$ cat config.mk
export PLATFORM = sky130hd
export DESIGN_NAME = bmfd_pos_reduce
export DESIGN_NICKNAME = d
export VERILOG_FILES = /design/src/rtl/background_match_frame_decay_assert.svh /design/src/rtl/bmfd_pkg.sv /design/src/rtl/bmfd_pos_reduce.sv
export SDC_FILE = /design/constraint.sdc
export NUM_CORES = 1
export LEC_CHECK = 0
export BUFFER_PORTS_ARGS = -buffer_cell sky130_fd_sc_hd__buf_2
export CORE_MARGIN = 1
export CORE_UTILIZATION = 44
export CTS_BUF_LIST = sky130_fd_sc_hd__clkbuf_4 sky130_fd_sc_hd__clkbuf_8
export CTS_CLUSTER_DIAMETER = 50
export DETAILED_ROUTE_END_ITERATION = 10
export PLACE_DENSITY_LB_ADDON = 0.1
export SLEW_MARGIN = 25
export SYNTH_ARGS = -nofsm -noshare
export SYNTH_HDL_FRONTEND = slang
export SYNTH_SLANG_ARGS = --single-unit
$ cat constraint.sdc
create_clock -name clk -period 0.8 [get_ports clk]
set_input_delay 0.08 -clock clk [delete_from_list [all_inputs] [get_ports clk]]
set_output_delay 0.08 -clock clk [all_outputs]
set_load 0.1 [all_outputs]
$ cat src/rtl/background_match_frame_decay_assert.svh
// Assertion macros shared by the background-match frame decay RTL.
// Plain text macros only; no other file or package is needed here.
`ifndef BACKGROUND_MATCH_FRAME_DECAY_ASSERT_SVH
`define BACKGROUND_MATCH_FRAME_DECAY_ASSERT_SVH

// Same-cycle implication, checked at every rising edge outside reset.
`define BMFD_ASSERT_NOW(label, clk, rst_n, ante, cons, msg) \
	label: assert property (@(posedge clk) disable iff (!rst_n) (ante) |-> (cons)) \
		else $error(msg);

// Next-cycle implication, checked at every rising edge outside reset.
`define BMFD_ASSERT_NEXT(label, clk, rst_n, ante, cons, msg) \
	label: assert property (@(posedge clk) disable iff (!rst_n) (ante) |=> (cons)) \
		else $error(msg);

`endif

$ cat src/rtl/bmfd_pkg.sv
// Package for the background-match frame decay block: widths, register
// indexes, the pipeline enable struct and per-channel helper functions.
package bmfd_pkg;

	localparam int unsigned FRAME_PIXELS_DEF = 65536;
	localparam int IDX_W = 16;
	localparam int CH_W = 8;
	localparam int RGB_W = 3 * CH_W;
	localparam logic [CH_W-1:0] THRESHOLD_RST = 8'd16;
	localparam logic [CH_W-1:0] DECAY_RST = 8'd0;

	typedef enum logic [0:0] {
		REG_MATCH_THRESHOLD = 1'b0,
		REG_DECAY_AMOUNT    = 1'b1
	} cfg_reg_t;

	typedef struct packed {
		logic ld1;
		logic ld2;
	} stage_en_t;

	function automatic int pos_width(int unsigned n);
		return (n > 1) ? $clog2(n) : 1;
	endfunction

	// True when b - t <= c <= b + t, evaluated without wrap.
	function automatic logic chan_match(logic [CH_W-1:0] c, logic [CH_W-1:0] b,
			logic [CH_W-1:0] t);
		logic [CH_W:0] c_hi;
		logic [CH_W:0] b_hi;
		c_hi = {1'b0, c} + {1'b0, t};
		b_hi = {1'b0, b} + {1'b0, t};
		return (c_hi >= {1'b0, b}) && ({1'b0, c} <= b_hi);
	endfunction

	// A zero channel stays zero; anything else drops by the decay, mod 256.
	function automatic logic [CH_W-1:0] chan_decay(logic [CH_W-1:0] p,
			logic [CH_W-1:0] d);
		return (p == '0) ? '0 : p - d;
	endfunction

endpackage

$ cat src/rtl/bmfd_pos_reduce.sv
// Two-stage reduction of the pixel index modulo the frame size.
// Depends on bmfd_pkg for widths and the stage enable struct.
module bmfd_pos_reduce import bmfd_pkg::*; #(
	parameter int unsigned FRAME_PIXELS = FRAME_PIXELS_DEF,
	localparam int POS_W = pos_width(FRAME_PIXELS)
) (
	input  logic             clk,
	input  stage_en_t        en,
	input  logic [IDX_W-1:0] idx,
	output logic [POS_W-1:0] pos
);

	logic [IDX_W-1:0] idx_s1;
	logic [IDX_W-1:0] idx_s2;

	always_ff @(posedge clk) begin
		if (en.ld1) begin
			idx_s1 <= idx;
		end
		if (en.ld2) begin
			idx_s2 <= idx_s1;
		end
	end

	generate
		if (FRAME_PIXELS > (2 ** IDX_W)) begin : g_wide
			// Every index already lies inside the frame.
			assign pos = POS_W'(idx_s2);
		end else if ((FRAME_PIXELS & (FRAME_PIXELS - 1)) == 0) begin : g_pow2
			assign pos = POS_W'(idx_s2) & POS_W'(FRAME_PIXELS - 1);
		end else begin : g_recip
			// The quotient is the top bits of idx times ceil(2^32 / N), which is
			// exact for every 16-bit index when N is below 2^16.
			localparam logic [31:0] RECIP =
				32'(((64'd1 << 32) + 64'(FRAME_PIXELS) - 64'd1) / 64'(FRAME_PIXELS));
			localparam logic [IDX_W-1:0] DIVISOR = IDX_W'(FRAME_PIXELS);

			logic [IDX_W+31:0] prod_s1;
			logic [IDX_W-1:0]  qn_s2;

			always_ff @(posedge clk) begin
				if (en.ld1) begin
					prod_s1 <= idx * RECIP;
				end
				if (en.ld2) begin
					qn_s2 <= prod_s1[IDX_W+31:32] * DIVISOR;
				end
			end

			assign pos = POS_W'(idx_s2 - qn_s2);
		end
	endgenerate

endmodule

; ---- Yosys cells after proc, flatten, opt, wreduce, memory -nomap -nowiden
; Cells that the tools add are included.
[totals]
ff_bits = 32
input_bits = 19
output_inout_bits = 16
elab_cells = 2

; ---- Logic depth before layout (Yosys ltp)
[depth]
ltp_word = 0
mapped_depth = 0
mapped_depth_nobuf = 0

; ---- Worst setup path before layout
; No wires, ideal clock.
[synth_timing]
path_type = reg-to-output
from = reg idx_s2[0], in the netlist pos[0]
to = out pos[0]
t_arrival_ns = 0.904
t_required_ns = 0.720
setup_slack_ns = -0.184
stages_incl_launch_ff = 1
cell_sequence = edfxtp_1
[synth_rtl]
columns = item, line
row1 = "start, declared", bmfd_pos_reduce.sv:14  ; logic [IDX_W-1:0] idx_s2;
row2 = "start signal, assigned", bmfd_pos_reduce.sv:21  ; idx_s2 <= idx_s1;
row3 = "end, declared", bmfd_pos_reduce.sv:10  ; output logic [POS_W-1:0] pos
; No word-level cell between the ends.

; ---- Worst setup path in the final report
[layout_timing]
from = reg idx_s2[4], in the netlist pos[4]
to = out pos[4]
; No word-level cell between the ends.

==> summary.txt <==
Placement
  • Placement Setup Slack: 51.9 ps
  • Quantity of I/O buffers inserted on ports: 34
  • Global placement routability congestion: 0.670
  • Total placed cells including tap cells: 93

Floorplan
  • Die footprint: 2370 µm²
  • Chip width: 48.7 µm
  • Effective utilization at floorplan: 48.0%
  • I/O pin total: 35
  • Standard cell core area: 2000 µm²
  • Y dimension of the die: 48.7 µm
  • Placement Rows: 16

Pwr
  • Ratio of total power to cell area: 2270 nW/µm²
  • Leak pwr: 0.635 nW
  • Total power consumption of the routed design: 3.68 mW
  • Worst ir drop on vdd: 1.61 mV

Critical path
  • Arrival @ worst endpoint: 940 ps
  • Number of cells traversed by the worst register-to-register path: 0
  • Element type at the critical path end: primary output
  • Nature of the critical path startpoint: flop
  • Kind of cell adding the most delay to the critical path: flip-flops
  • CP Max Fanout: 1
  • Cell with the largest stage delay on the worst path: edfxtp_1
  • Worst path buffer plus inverter count: 1
  • Critical path's largest stage delay: 440 ps
  • Instance count on the critical path: 1
  • Crit path kind: flop to primary output
  • Worst Path Required: 720 ps
  • Cells traversed along the worst timing path: buf_12

Job
  • Number of maximum-capacitance violations: 0

Layout
  • Area of all sequential standard cells: 961 µm²
  • Number of nets in the finished design: 108
  • Diodes inserted: 0
  • Share of layout cells above drive strength 1: 45.6%
  • Area added between synthesis and finish: 68.8%
  • Multi-input comb cells: 0
  • Footprint of the multi-input gates: 0 µm²
  • Fillers: 111
  • Final std cells w/o fill: 117
  • Post-Route Utilization: 81.0%

Clock network
  • Clock root buffer: clkbuf_4
  • Quantity of gates resized following cts: 0
  • Clock latency of the later-clocked register in the worst-skew pair: 310 ps
  • Maximum count of clock buffers along a single path: 2
  • Clk slew on worst S/H paths: 90 ps
  • Clock sink total: 32
  • Clock tree from TritonCTS: done
  • CTS H-Tree Depth: 2
  • Setup repair bufs after CTS: 0
  • CTS Buf Count: 5

Global route
  • Antenna violations before repair: 0
  • Via count of the first global-routing pass: 552
  • Total routing resource utilization after global routing: 17.0%
  • Total congestion overflow after global routing: 0
  • Pin count of the biggest net entering global routing: 17
  • First-pass GRT wire length: 2.68 mm

STA
  • Final worst slack: -222 ps
  • Layout Skew: 3.96 ps
  • Setup TNS: -3380 ps
  • Final hold violation count: 0
  • Fmax achieved: 0.978 GHz
  • Max_slew headroom: 76.0%
  • Setup violation total in the final timing report: 16
  • Share of the cycle needed by the critical path after routing: 128%
  • Number of pins with negative max-slew slack in the final report: 0
  • Unrepaired setup endpoints after global routing: true
  • Transition time of the tightest slew-check pin: 360 ps
  • Crit path time final: 1020 ps

Hold path
  • Count of cells along the worst hold path: 1
  • Hold/Removal Path Class: input port to flop

Detailed routing
  • DRC violation count after routing: 0
  • Overall routed net length: 1.80 mm
  • Vias per cell: 4.44
  • Post-DRT Antenna Nets: 0
  • Post-detailed-route wirelength per cell: 15.4 µm
  • Via count: 519
  • Initial DRC Count: 12
  • First-pass iteration count of the detailed router: 3

Synth
  • Share of the yosys chip area belonging to registers: 100%
  • Most numerous cell in the Yosys netlist: edfxtp_1
  • Synthesized netlist cell count: 32
  • Cells taking the most area after synthesis: edfxtp_1 100%
  • Largest area contributor in the netlist: edfxtp_1
  • Number of warnings issued by yosys: 0
  • Fraction of synthesized cell area taken by the top area cell type: 100%
  • Netlist Area Pre-Place: 961 µm²
  • Post-synthesis sequential element count: 32
  • Count of different cell masters after synthesis: 1
  • Most used flip-flop cell after synthesis: edfxtp_1
  • Share of flip-flops with an asynchronous set or reset: 0%
  • Number of flops mapped to enable cells by yosys: 32
  • Net Count, Synth: 51
  • Most used standard cells in the synthesized netlist: 32 x edfxtp_1
  • Avg Synthesized Cell Area: 30.0 µm²

Run status
  • Failing checks: negative setup slack
  • Result of the run: complete, but fails checks
power breakdown:
group	switching (mW)	leakage [nW]	internal, mW	total [mW]
combinational	0.465	0.288	0.278	0.744
sequential	0.0653	0.313	1.99	2.06
clock	0.480	0.0338	0.405	0.885
total	1.01	0.635	2.67	3.68
state kept, by name, summed over array words and instances (netlist names):
register and count:
idx_s1 16, pos 16
path summary, 6_finish.rpt:
check                               start      end  slack, ps
worst max-delay path               pos[4]   pos[4]       -220
worst min-delay path                en[0]  pos[13]        200
worst max register to register  idx_s1[8]   pos[8]        160
worst min register to register  idx_s1[3]   pos[3]        420
cell type report:
cell class              count  share of cell area, %
flip-flops and latches     32                   59.3
repair buffers             50                   35.2
clock buffers               7                   3.24
well taps                  27                   2.08
clock inverters             1                  0.231
what timing repair did:
action / CTS / global route
hold buffers: 16 / 0
gates cloned: 0 / 0
hold endpoints to repair: 16 / 0
setup endpoints to repair: 16 / 16
cell usage in the layout (no fill, tap or decap), drive strengths merged:
master,n
clkbuf,7
edfxtp,32
buf,34
dlygate4sd3,16
clkinv,1
cells by family after synthesis:
kind of cell	count (synthesis)	synth area share [%]
DFF	32	100
through the flow:
stage,hold WS (ps),area [µm²]
finish,196,1620
global route,192,1620
detailed placement,258,1410
global placement,257,1410
CTS,177,1620
floorplan,179,961
routing by layer:
metal	up-vias	track usage, %	share of wire, %
met5	-	0	0
met4	0	5.88	0
met3	0	8.18	5.8
met2	23	33.1	59
met1	251	14.6	35
li1	245	-	-
Power figures use the tool's default switching activity.
